<file path="src/rtl/core/rlewd_pkg.sv">
// Shared types and constants for the run-length image window decoder.
// No dependencies. Imported by the controller, the datapath and the top level.
`default_nettype none

package rlewd_pkg;

  // Screen geometry and the planar video layout.
  localparam int unsigned SCREEN_WIDTH  = 320;
  localparam int unsigned SCREEN_HEIGHT = 400;
  localparam int unsigned ROW_BYTES     = 80;

  // Field widths fixed by the interface.
  localparam int unsigned COORD_W = 9;
  localparam int unsigned COLOR_W = 8;
  localparam int unsigned ADDR_W  = 16;
  localparam int unsigned PLANE_W = 4;
  localparam int unsigned COUNT_W = 6;
  localparam int unsigned CFG_IDX_W  = 3;
  localparam int unsigned CFG_DATA_W = 9;

  // Stream byte codes.
  localparam logic [COLOR_W-1:0] RUN_MARK    = 8'd191;
  localparam logic [COLOR_W-1:0] RUN_BASE    = 8'd192;
  localparam logic [COLOR_W-1:0] TRANSPARENT = 8'd255;

  // Video page bases.
  localparam logic [ADDR_W-1:0] PAGE0_BASE = 16'h0000;
  localparam logic [ADDR_W-1:0] PAGE1_BASE = 16'h8000;

  // Register indexes of the configuration port.
  localparam logic [CFG_IDX_W-1:0] REG_PAGE_SELECT = 3'd0;
  localparam logic [CFG_IDX_W-1:0] REG_DEST_X      = 3'd1;
  localparam logic [CFG_IDX_W-1:0] REG_DEST_Y      = 3'd2;
  localparam logic [CFG_IDX_W-1:0] REG_MASK_ENABLE = 3'd3;
  localparam logic [CFG_IDX_W-1:0] REG_WIN_X_MIN   = 3'd4;
  localparam logic [CFG_IDX_W-1:0] REG_WIN_Y_MIN   = 3'd5;
  localparam logic [CFG_IDX_W-1:0] REG_WIN_WIDTH   = 3'd6;
  localparam logic [CFG_IDX_W-1:0] REG_WIN_HEIGHT  = 3'd7;

  // Reset values of the window size registers.
  localparam logic [COORD_W-1:0] WIN_WIDTH_RESET  = 9'd319;
  localparam logic [COORD_W-1:0] WIN_HEIGHT_RESET = 9'd399;

  // Controller states.
  typedef enum logic [1:0] {
    ST_IDLE,
    ST_RUN,
    ST_MARK,
    ST_FLUSH
  } ctrl_state_t;

  // Commands from the controller to the datapath.
  typedef struct packed {
    logic accept;  // an input word is taken this cycle
    logic step;    // advance one pixel of the current run
    logic mark;    // queue the end marker
    logic flush;   // release the held result as the last of this word
  } cmd_t;

  // Status from the datapath to the controller.
  typedef struct packed {
    logic start_run;    // the word on the input would start pixel work
    logic hold_valid;   // a result waits in the holding register
    logic out_free;     // the output register can take a word this cycle
    logic step_finish;  // this step ends the window or the image
    logic count_one;    // this step is the last of the run
  } status_t;

endpackage

`default_nettype wire

</file>
<file path="src/rtl/core/rlewd_ctrl.sv">
// Controller state machine of the decoder: sequences accept, pixel steps,
// end marker and flush. Depends on rlewd_pkg.
`default_nettype none

module rlewd_ctrl (
  input  wire logic              clk,
  input  wire logic              rst,
  input  wire logic              in_valid,
  output logic                   in_ready,
  input  rlewd_pkg::status_t     status,
  output rlewd_pkg::cmd_t        cmd
);
  import rlewd_pkg::*;

  ctrl_state_t state;
  ctrl_state_t state_next;
  logic        can_move;

  // The held result can only be displaced when the output register frees up.
  assign can_move = !status.hold_valid || status.out_free;

  // State register.
  always_ff @(posedge clk) begin
    if (rst) begin
      state <= ST_IDLE;
    end else begin
      state <= state_next;
    end
  end

  // Next state.
  always_comb begin
    state_next = state;
    case (state)
      ST_IDLE: begin
        if (in_valid && status.start_run) begin
          state_next = ST_RUN;
        end
      end
      ST_RUN: begin
        if (can_move) begin
          if (status.step_finish) begin
            state_next = ST_MARK;
          end else if (status.count_one) begin
            state_next = ST_FLUSH;
          end
        end
      end
      ST_MARK: begin
        if (can_move) begin
          state_next = ST_FLUSH;
        end
      end
      ST_FLUSH: begin
        if (can_move) begin
          state_next = ST_IDLE;
        end
      end
      default: state_next = ST_IDLE;
    endcase
  end

  // Outputs.
  always_comb begin
    in_ready = 1'b0;
    cmd      = '0;
    case (state)
      ST_IDLE: begin
        in_ready   = 1'b1;
        cmd.accept = in_valid;
      end
      ST_RUN:   cmd.step  = can_move;
      ST_MARK:  cmd.mark  = can_move;
      ST_FLUSH: cmd.flush = can_move;
      default: begin
        in_ready = 1'b0;
        cmd      = '0;
      end
    endcase
  end

endmodule

`default_nettype wire

</file>
<file path="src/rtl/core/rlewd_datapath.sv">
// Datapath of the decoder: configuration registers, run and position state,
// the per-pixel window and clip logic, the holding and output registers.
// Depends on rlewd_pkg.
`default_nettype none

module rlewd_datapath (
  input  wire logic                                 clk,
  input  wire logic                                 rst,
  input  wire logic                                 cfg_write,
  input  wire logic [rlewd_pkg::CFG_IDX_W-1:0]      cfg_index,
  input  wire logic [rlewd_pkg::CFG_DATA_W-1:0]     cfg_data,
  input  wire logic [rlewd_pkg::COLOR_W-1:0]        data_byte,
  input  wire logic                                 first_byte,
  input  rlewd_pkg::cmd_t                           cmd,
  output rlewd_pkg::status_t                        status,
  output logic                                      out_valid,
  input  wire logic                                 out_ready,
  output logic                                      is_pixel,
  output logic [rlewd_pkg::COORD_W-1:0]             screen_x,
  output logic [rlewd_pkg::COORD_W-1:0]             screen_y,
  output logic [rlewd_pkg::COLOR_W-1:0]             pixel_color,
  output logic [rlewd_pkg::ADDR_W-1:0]              vram_offset,
  output logic [rlewd_pkg::PLANE_W-1:0]             plane_enable,
  output logic                                      image_done,
  output logic                                      last_of_run
);
  import rlewd_pkg::*;

  // Configuration registers.
  logic               page_select;
  logic [COORD_W-1:0] dest_x;
  logic [COORD_W-1:0] dest_y;
  logic               mask_enable;
  logic [COORD_W-1:0] win_x_min;
  logic [COORD_W-1:0] win_y_min;
  logic [COORD_W-1:0] win_width;
  logic [COORD_W-1:0] win_height;

  // Decode and position state.
  logic [COUNT_W-1:0] pending_count;
  logic               expect_color;
  logic               finished;
  logic [COUNT_W-1:0] run_count;
  logic [COLOR_W-1:0] run_color;
  logic [COORD_W-1:0] source_col;
  logic [COORD_W-1:0] source_row;
  logic [COORD_W-1:0] window_col;
  logic [COORD_W-1:0] window_row;

  // Holding register: one result is kept back until it is known whether it
  // is the last one caused by the current word.
  logic               hold_valid;
  logic               hold_pixel;
  logic [COORD_W-1:0] hold_x;
  logic [COORD_W-1:0] hold_y;
  logic [COLOR_W-1:0] hold_color;

  // Effective decode state once a first_byte clear is applied.
  logic               eff_finished;
  logic               eff_expect;
  logic [COUNT_W-1:0] eff_pending;

  // Per-step signals.
  logic               start_run;
  logic [COORD_W:0]   win_x_max;
  logic [COORD_W:0]   win_y_max;
  logic               in_window;
  logic [COORD_W:0]   sum_x;
  logic [COORD_W:0]   sum_y;
  logic               visible;
  logic               step_emit;
  logic               win_col_wrap;
  logic               fin_window;
  logic               src_col_wrap;
  logic               fin_source;
  logic               step_finish;
  logic               load_hold;
  logic               push_out;
  logic               push_last;
  logic               out_free;

  // Address of the held result.
  logic [ADDR_W-1:0]  row_addr;
  logic [ADDR_W-1:0]  page_base;
  logic [ADDR_W-1:0]  hold_addr;
  logic [PLANE_W-1:0] hold_plane;

  // Configuration writes.
  always_ff @(posedge clk) begin
    if (rst) begin
      page_select <= 1'b0;
      dest_x      <= '0;
      dest_y      <= '0;
      mask_enable <= 1'b0;
      win_x_min   <= '0;
      win_y_min   <= '0;
      win_width   <= WIN_WIDTH_RESET;
      win_height  <= WIN_HEIGHT_RESET;
    end else if (cfg_write) begin
      case (cfg_index)
        REG_PAGE_SELECT: page_select <= cfg_data[0];
        REG_DEST_X:      dest_x      <= cfg_data;
        REG_DEST_Y:      dest_y      <= cfg_data;
        REG_MASK_ENABLE: mask_enable <= cfg_data[0];
        REG_WIN_X_MIN:   win_x_min   <= cfg_data;
        REG_WIN_Y_MIN:   win_y_min   <= cfg_data;
        REG_WIN_WIDTH:   win_width   <= cfg_data;
        REG_WIN_HEIGHT:  win_height  <= cfg_data;
        default: ;
      endcase
    end
  end

  // A first_byte word clears the decode state before it is looked at.
  assign eff_finished = first_byte ? 1'b0 : finished;
  assign eff_expect   = first_byte ? 1'b0 : expect_color;
  assign eff_pending  = first_byte ? '0 : pending_count;

  // The word starts pixel work if it is a colour with a non-empty run or a
  // literal pixel.
  always_comb begin
    start_run = 1'b0;
    if (!eff_finished) begin
      if (eff_expect) begin
        start_run = (eff_pending != '0);
      end else begin
        start_run = (data_byte <= RUN_MARK);
      end
    end
  end

  // Window membership of the current source position.
  assign win_x_max = {1'b0, win_x_min} + {1'b0, win_width};
  assign win_y_max = {1'b0, win_y_min} + {1'b0, win_height};
  assign in_window = (source_col >= win_x_min) && ({1'b0, source_col} <= win_x_max) &&
                     (source_row >= win_y_min) && ({1'b0, source_row} <= win_y_max);

  // Screen position, clipping and transparency.
  assign sum_x   = {1'b0, window_col} + {1'b0, dest_x};
  assign sum_y   = {1'b0, window_row} + {1'b0, dest_y};
  assign visible = (sum_x < (COORD_W+1)'(SCREEN_WIDTH)) &&
                   (sum_y < (COORD_W+1)'(SCREEN_HEIGHT)) &&
                   !(mask_enable && (run_color == TRANSPARENT));
  assign step_emit = in_window && visible;

  // Position wrap and end conditions.
  assign win_col_wrap = window_col >= win_width;
  assign fin_window   = in_window && win_col_wrap && (window_row >= win_height);
  assign src_col_wrap = source_col >= COORD_W'(SCREEN_WIDTH - 1);
  assign fin_source   = !fin_window && src_col_wrap &&
                        (source_row >= COORD_W'(SCREEN_HEIGHT - 1));
  assign step_finish  = fin_window || fin_source;

  // Result movement between the holding and output registers.
  assign out_free  = !out_valid || out_ready;
  assign load_hold = (cmd.step && step_emit) || cmd.mark;
  assign push_out  = (load_hold || cmd.flush) && hold_valid;
  assign push_last = cmd.flush;

  assign status.start_run   = start_run;
  assign status.hold_valid  = hold_valid;
  assign status.out_free    = out_free;
  assign status.step_finish = step_finish;
  assign status.count_one   = (run_count == COUNT_W'(1));

  // Decode state and run counter.
  always_ff @(posedge clk) begin
    if (rst) begin
      pending_count <= '0;
      expect_color  <= 1'b0;
      finished      <= 1'b0;
      run_count     <= '0;
    end else if (cmd.accept) begin
      if (first_byte) begin
        finished <= 1'b0;
      end
      if (!eff_finished) begin
        if (eff_expect) begin
          expect_color  <= 1'b0;
          pending_count <= '0;
          run_count     <= eff_pending;
        end else if (data_byte > RUN_MARK) begin
          pending_count <= COUNT_W'(data_byte - RUN_BASE);
          expect_color  <= 1'b1;
        end else begin
          // A literal leaves no run pending, which also covers a restart.
          pending_count <= '0;
          expect_color  <= 1'b0;
          run_count     <= COUNT_W'(1);
        end
      end
    end else if (cmd.step) begin
      run_count <= run_count - COUNT_W'(1);
      if (step_finish) begin
        finished <= 1'b1;
      end
    end
  end

  // Colour of the current run.
  always_ff @(posedge clk) begin
    if (cmd.accept) begin
      run_color <= data_byte;
    end
  end

  // Source and window positions.
  always_ff @(posedge clk) begin
    if (rst) begin
      source_col <= '0;
      source_row <= '0;
      window_col <= '0;
      window_row <= '0;
    end else if (cmd.accept && first_byte) begin
      source_col <= '0;
      source_row <= '0;
      window_col <= '0;
      window_row <= '0;
    end else if (cmd.step) begin
      if (in_window) begin
        if (win_col_wrap) begin
          window_col <= '0;
          window_row <= window_row + COORD_W'(1);
        end else begin
          window_col <= window_col + COORD_W'(1);
        end
      end
      if (!fin_window) begin
        if (src_col_wrap) begin
          source_col <= '0;
          source_row <= source_row + COORD_W'(1);
        end else begin
          source_col <= source_col + COORD_W'(1);
        end
      end
    end
  end

  // Holding register.
  always_ff @(posedge clk) begin
    if (rst) begin
      hold_valid <= 1'b0;
    end else if (load_hold) begin
      hold_valid <= 1'b1;
    end else if (cmd.flush) begin
      hold_valid <= 1'b0;
    end
  end

  always_ff @(posedge clk) begin
    if (cmd.mark) begin
      hold_pixel <= 1'b0;
      hold_x     <= '0;
      hold_y     <= '0;
      hold_color <= '0;
    end else if (cmd.step && step_emit) begin
      hold_pixel <= 1'b1;
      hold_x     <= sum_x[COORD_W-1:0];
      hold_y     <= sum_y[COORD_W-1:0];
      hold_color <= run_color;
    end
  end

  // Planar video address of the held result.
  assign row_addr   = ADDR_W'({{(ADDR_W-COORD_W){1'b0}}, hold_y} * ADDR_W'(ROW_BYTES));
  assign page_base  = page_select ? PAGE1_BASE : PAGE0_BASE;
  assign hold_addr  = hold_pixel ?
                      (page_base + row_addr + ADDR_W'(hold_x[COORD_W-1:2])) : '0;
  assign hold_plane = hold_pixel ? (PLANE_W'(1) << hold_x[1:0]) : '0;

  // Output register.
  always_ff @(posedge clk) begin
    if (rst) begin
      out_valid <= 1'b0;
    end else if (push_out) begin
      out_valid <= 1'b1;
    end else if (out_ready) begin
      out_valid <= 1'b0;
    end
  end

  always_ff @(posedge clk) begin
    if (push_out) begin
      is_pixel     <= hold_pixel;
      screen_x     <= hold_x;
      screen_y     <= hold_y;
      pixel_color  <= hold_color;
      vram_offset  <= hold_addr;
      plane_enable <= hold_plane;
      image_done   <= !hold_pixel;
      last_of_run  <= push_last;
    end
  end

endmodule

`default_nettype wire

</file>
<file path="src/rtl/core/rle_image_window_decoder_core.sv">
// Run-length image window decoder top level, built on rlewd_pkg, rlewd_ctrl, rlewd_datapath.
// A literal is accepted, stepped once, then flushed; a colour byte of an n-pixel run is
// accepted, stepped per pixel, then flushed; a run header or an empty run is only accepted.
// The end marker adds a mark step; output stalls can hold a step, the mark or the flush.
// Synchronous reset: configuration returns to its defaults, positions clear.
`default_nettype none

module rle_image_window_decoder_core (
  input  wire logic                                 clk,
  input  wire logic                                 rst,
  input  wire logic                                 cfg_write,
  input  wire logic [rlewd_pkg::CFG_IDX_W-1:0]      cfg_index,
  input  wire logic [rlewd_pkg::CFG_DATA_W-1:0]     cfg_data,
  input  wire logic                                 in_valid,
  output logic                                      in_ready,
  input  wire logic [rlewd_pkg::COLOR_W-1:0]        data_byte,
  input  wire logic                                 first_byte,
  output logic                                      out_valid,
  input  wire logic                                 out_ready,
  output logic                                      is_pixel,
  output logic [rlewd_pkg::COORD_W-1:0]             screen_x,
  output logic [rlewd_pkg::COORD_W-1:0]             screen_y,
  output logic [rlewd_pkg::COLOR_W-1:0]             pixel_color,
  output logic [rlewd_pkg::ADDR_W-1:0]              vram_offset,
  output logic [rlewd_pkg::PLANE_W-1:0]             plane_enable,
  output logic                                      image_done,
  output logic                                      last_of_run
);
  import rlewd_pkg::*;

  cmd_t    cmd;
  status_t status;

  // Sequencer.
  rlewd_ctrl u_ctrl (
    .clk      (clk),
    .rst      (rst),
    .in_valid (in_valid),
    .in_ready (in_ready),
    .status   (status),
    .cmd      (cmd)
  );

  // Position, window and address datapath.
  rlewd_datapath u_datapath (
    .clk          (clk),
    .rst          (rst),
    .cfg_write    (cfg_write),
    .cfg_index    (cfg_index),
    .cfg_data     (cfg_data),
    .data_byte    (data_byte),
    .first_byte   (first_byte),
    .cmd          (cmd),
    .status       (status),
    .out_valid    (out_valid),
    .out_ready    (out_ready),
    .is_pixel     (is_pixel),
    .screen_x     (screen_x),
    .screen_y     (screen_y),
    .pixel_color  (pixel_color),
    .vram_offset  (vram_offset),
    .plane_enable (plane_enable),
    .image_done   (image_done),
    .last_of_run  (last_of_run)
  );

`ifndef NO_ASSERTIONS
  // Nothing may be held back while a new word is being taken.
  a_idle_hold_empty: assert property (@(posedge clk) disable iff (rst)
    in_ready |-> !status.hold_valid)
    else $error("holding register occupied while accepting input");

  // The end marker is always the last word of its input byte.
  a_done_is_last: assert property (@(posedge clk) disable iff (rst)
    (out_valid && image_done) |-> (last_of_run && !is_pixel))
    else $error("end marker not flagged as last");

  // A pixel word selects exactly one plane.
  a_plane_onehot: assert property (@(posedge clk) disable iff (rst)
    (out_valid && is_pixel) |-> $onehot(plane_enable))
    else $error("pixel word without a single plane");

  // A finishing step is followed by the end marker, not by new input.
  a_finish_marks: assert property (@(posedge clk) disable iff (rst)
    (cmd.step && status.step_finish) |=> !in_ready)
    else $error("input accepted before the end marker");
`endif

endmodule

`default_nettype wire

</file>
<file path="config.mk">
export PLATFORM = sky130hd
export DESIGN_NAME = rle_image_window_decoder_core
export DESIGN_NICKNAME = d
export VERILOG_FILES = /design/src/rtl/core/rlewd_pkg.sv /design/src/rtl/core/rlewd_ctrl.sv /design/src/rtl/core/rlewd_datapath.sv /design/src/rtl/core/rle_image_window_decoder_core.sv
export SDC_FILE = /design/constraint.sdc
export NUM_CORES = 1
export LEC_CHECK = 0
export BUFFER_PORTS_ARGS = -buffer_cell sky130_fd_sc_hd__buf_2
export CORE_ASPECT_RATIO = 1.25
export CORE_UTILIZATION = 45
export DETAILED_ROUTE_END_ITERATION = 16
export RECOVER_POWER = 50
export SLEW_MARGIN = 40
export SYNTH_ARGS = -nofsm -noshare
export SYNTH_HDL_FRONTEND = slang
export SYNTH_SLANG_ARGS = --single-unit
export TNS_END_PERCENT = 10
</file>
<file path="constraint.sdc">
create_clock -name clk -period 7.73 [get_ports clk]
set_input_delay 1.9325 -clock clk [delete_from_list [all_inputs] [get_ports clk]]
set_output_delay 1.9325 -clock clk [all_outputs]
set_load 0.005 [all_outputs]
</file>
==> summary.md <==
| Metric | Value |
|---|---|
| Clock Tree Root | `clkbuf_16` |
| # H-tree levels | `4` |
| Vias in the first global route | `8096` |
| Fmax | `193 MHz` |
| FF+latch count, synth | `194` |
| P per Cell Area | `228 mW/mm^2` |
| Initial antenna violation count | `1` |
| Most frequent cells after synthesis | `nand2_1 (142), dfxtp_1 (137), ha_1 (117), nor2_1 (112), a21oi_1 (87)` |
| Status | `complete, but fails checks` |
| Clock sinks | `194` |
| Die Wd | `141 microns` |
| CTS tree | `done` |
| CP max stage delay | `490 ps` |
| Routability cong. | `0.855` |
| CTS buffer count | `17` |
| Clk buf depth | `2` |
| RSZ-0062 raised after global routing | `false` |
| Critical path depth | `21` |
| Critical Path AT | `5260 ps` |
| Dpl hpwl | `18300 microns` |
| Setup TNS | `0 ps` |
| Via density | `5.36` |
| Reg-to-reg endpoint | `u_datapath.screen_y[2]$_DFFE_PP_` |
| Gr ovfl total | `0` |
| Total GRT Usage | `20.5%` |
| DRC errors left | `0` |
| Rows | `63` |
| Max-cap violation count | `1` |
| Crit path launch | `u_datapath.win_width[0]$_SDFFE_PP1P_` |
| N_diodes | `0` |
| Count leader, synth | `nand2_1` |
| I/O pin total | `77` |
| Most used DFF post-synth | `dfxtp_1` |
| Violated checks | `capacitance limit, slew limit` |
| Share of the synthesized area in the top cell type | `25.2%` |
| Crit start category | `register` |
| Drt pass-1 iters | `5` |
| Final nets | `1392` |
| Worst Hold Class | `register to register` |
| Full die area | `0.0248 sq mm` |
| P_leak | `0.00491 uW` |
| DR vias | `8477` |
| Leading area contributor after synthesis | `dfxtp_1` |
| Slew headroom | `-123%` |
| Worst Skew | `15.4 ps` |
| CP max stage cell | `buf_4` |
| Final wirelength | `24300 microns` |
| Routed Antenna Nets | `0` |
| Synth Instances | `1170` |
| Final Power | `2780 uW` |
| Proportion of layout cells with a drive suffix above 1 | `9.08%` |
| CTS clk-pin slew, worst paths | `80 ps` |
| Critical Path Fanout Max | `49` |
| DP Area | `0.0116 sq mm` |
| Syn_area_per_cell | `9.31 sq um` |
| Initial Utilization | `45.9%` |
| Mapped Area | `0.0109 sq mm` |
| Largest net degree at the start of global routing | `74` |
| Worst path cell trace | `ha_1 > inv_1 > fa_1 > nor2_1 > o21ai_0 > nand2b_1 > a21o_1 > a21o_1 > a31oi_1 > xor2_1 > ha_1 > and3_1 > nand4_1 > and3_1 > a31oi_1 > nand3_2 > a2111oi_4 > buf_4 > nor2_1 > a21boi_4 > buf_4` |
| Syn_nets | `1319` |
| Port bufs | `76` |
| Yosys cell types | `67` |
| Routed wire length per instance | `15.4 microns` |
| Worst r2r src | `u_datapath.win_width[0]$_SDFFE_PP1P_` |
| Worst-Skew Late Latency | `440 ps` |
| Initial DRC Count | `392` |
| Global-route wire length before repair | `40100 microns` |
| Register area share after synthesis | `40.9%` |
| Worst Path Buf+Inv | `3` |
| Final setup fails | `0` |
| Die Y | `176 microns` |
| Cts hold-fix bufs | `0` |
| Hold Fails Final Rpt | `0` |
| Cts repair resizes | `0` |
| Cell Count, Final, Fillers Out | `1581` |
| CP Capture Type | `register` |
| Worst Path Required | `7800 ps` |
| Slew Viols, Final | `74` |
| FF-to-FF path depth | `21` |
| Delay-heaviest family, CP | `compound AO/OA/AOI/OAI gates` |
| Core footprint | `0.0237 sq mm` |
| Top post-synthesis cells by area | `dfxtp_1 (25%), edfxtp_1 (16%), ha_1 (13%), nand2_1 (4.9%), a21oi_1 (4.0%)` |
| Worst Max-Slew Pin Slew | `3350 ps` |
| Final min period | `5190 ps` |
| FF-to-FF setup slack | `2540 ps` |
| Synthesis warning total | `0` |
| Post-route cell area | `0.0122 sq mm` |
| CP endpoint | `u_datapath.screen_y[2]$_DFFE_PP_` |
| Placed cells | `1549` |
| Tcrit/Tclk final | `67.2%` |
| Area growth from synthesis to layout | `11.9%` |
| Fill cells | `2245` |
| Post-synth EDFFs | `57` |
| Post-CTS setup buffers | `0` |
| Max VDD drop | `0.169 mV` |
| Final core utilization | `51.4%` |
| CP Class | `register to register` |
| Synth async-reset ratio | `0%` |
per-stage QoR:
step	hold WS, ps	setup WS, ps
3_3_place_gp	421	2500
6_report	440	2540
3_5_place_dp	424	2460
5_1_grt	457	2160
4_1_cts	444	2520
2_1_floorplan	408	203
power by group:
part	leakage, uW	internal (uW)	total (uW)	switching (uW)
logic	0.00297	247	605	358
registers	0.00165	1190	1280	89.5
clock network	0.000292	441	893	452
state kept, by name, indices dropped and copies added (netlist names), 6 cells and up:
register and count:
u_datapath.vram_offset 16, u_datapath.dest_x 9, u_datapath.dest_y 9, u_datapath.hold_x 9
u_datapath.hold_y 9, u_datapath.screen_x 9, u_datapath.screen_y 9, u_datapath.source_col 9
u_datapath.source_row 9, u_datapath.win_height 9, u_datapath.win_width 9, u_datapath.win_x_min 9
u_datapath.win_y_min 9, u_datapath.window_col 9, u_datapath.window_row 9, u_datapath.hold_color 8
u_datapath.pixel_color 8, u_datapath.run_color 8, u_datapath.pending_count 6, u_datapath.run_count 6
layout make-up:
cell class | count | area (sq um) | area share [%]
Sequential cell | 194 | 4450 | 36.5
Clock buffer | 17 | 425 | 3.49
Clock inverter | 15 | 188 | 1.54
Tap cell | 325 | 407 | 3.34
Multi-Input combinational cell | 872 | 6040 | 49.5
Inverter | 75 | 282 | 2.31
Timing Repair Buffer | 83 | 397 | 3.25
layer usage:
metal  share of wire (%)  vias to the layer above  track usage, %  wire length [microns]
li1                    -                     4337               -                      -
met1                  46                     3954            25.4                  11100
met2                  49                      148            35.8                  11900
met3                 2.8                       36            3.27                    680
met4                 2.6                        2            7.52                    623
met5               0.033                        -               0                      8
kinds of logic (layout without fill, tap and decap cells):
logic type / after synthesis / count (layout) / share of synthesized area, %
multiplexers: 30 / 30 / 2.76
XOR/XNOR: 52 / 52 / 4.18
flip-flops: 194 / 194 / 40.9
adder cells (fa/ha/maj): 123 / 123 / 14.5
AND/OR/NAND/NOR: 416 / 416 / 18.0
AO/OA/AOI/OAI: 251 / 251 / 15.8
buffers and inverters: 104 / 190 / 3.84
cell usage in the layout, fill, tap and decap left out, types with 9 or more instances in the layout:
master       n
nand2_1    142
dfxtp_1    137
ha_1       117
nor2_1     111
a21oi_1     87
inv_1       74
edfxtp_1    57
buf_2       50
o21ai_0     39
xnor2_1     33
mux2i_1     30
nand3_1     26
clkbuf_1    26
nor3_1      21
nand2b_1    20
xor2_1      19
clkbuf_16   17
nand4_1     16
nor2b_1     15
a211oi_1    15
o21a_1      14
a211o_1     10
or3_1       10
and3_1      10
a21o_1       9
worst min path at each step:
stage | from | end | slack, ps | cells after the start
after detailed placement | u_datapath.hold_color[4]$_SDFFE_PP0P_ | u_datapath.pixel_color[4]$_DFFE_PP_ | 420 | 0
final | u_datapath.hold_color[4]$_SDFFE_PP0P_ | u_datapath.pixel_color[4]$_DFFE_PP_ | 440 | 0
after global placement | u_datapath.hold_color[4]$_SDFFE_PP0P_ | u_datapath.pixel_color[4]$_DFFE_PP_ | 420 | 0
after floorplan | u_datapath.hold_color[0]$_SDFFE_PP0P_ | u_datapath.pixel_color[0]$_DFFE_PP_ | 410 | 0
after global routing | u_datapath.hold_color[4]$_SDFFE_PP0P_ | u_datapath.pixel_color[4]$_DFFE_PP_ | 460 | 0
after CTS | u_datapath.hold_color[4]$_SDFFE_PP0P_ | u_datapath.pixel_color[4]$_DFFE_PP_ | 440 | 0
Power figures use the tool's default switching activity.
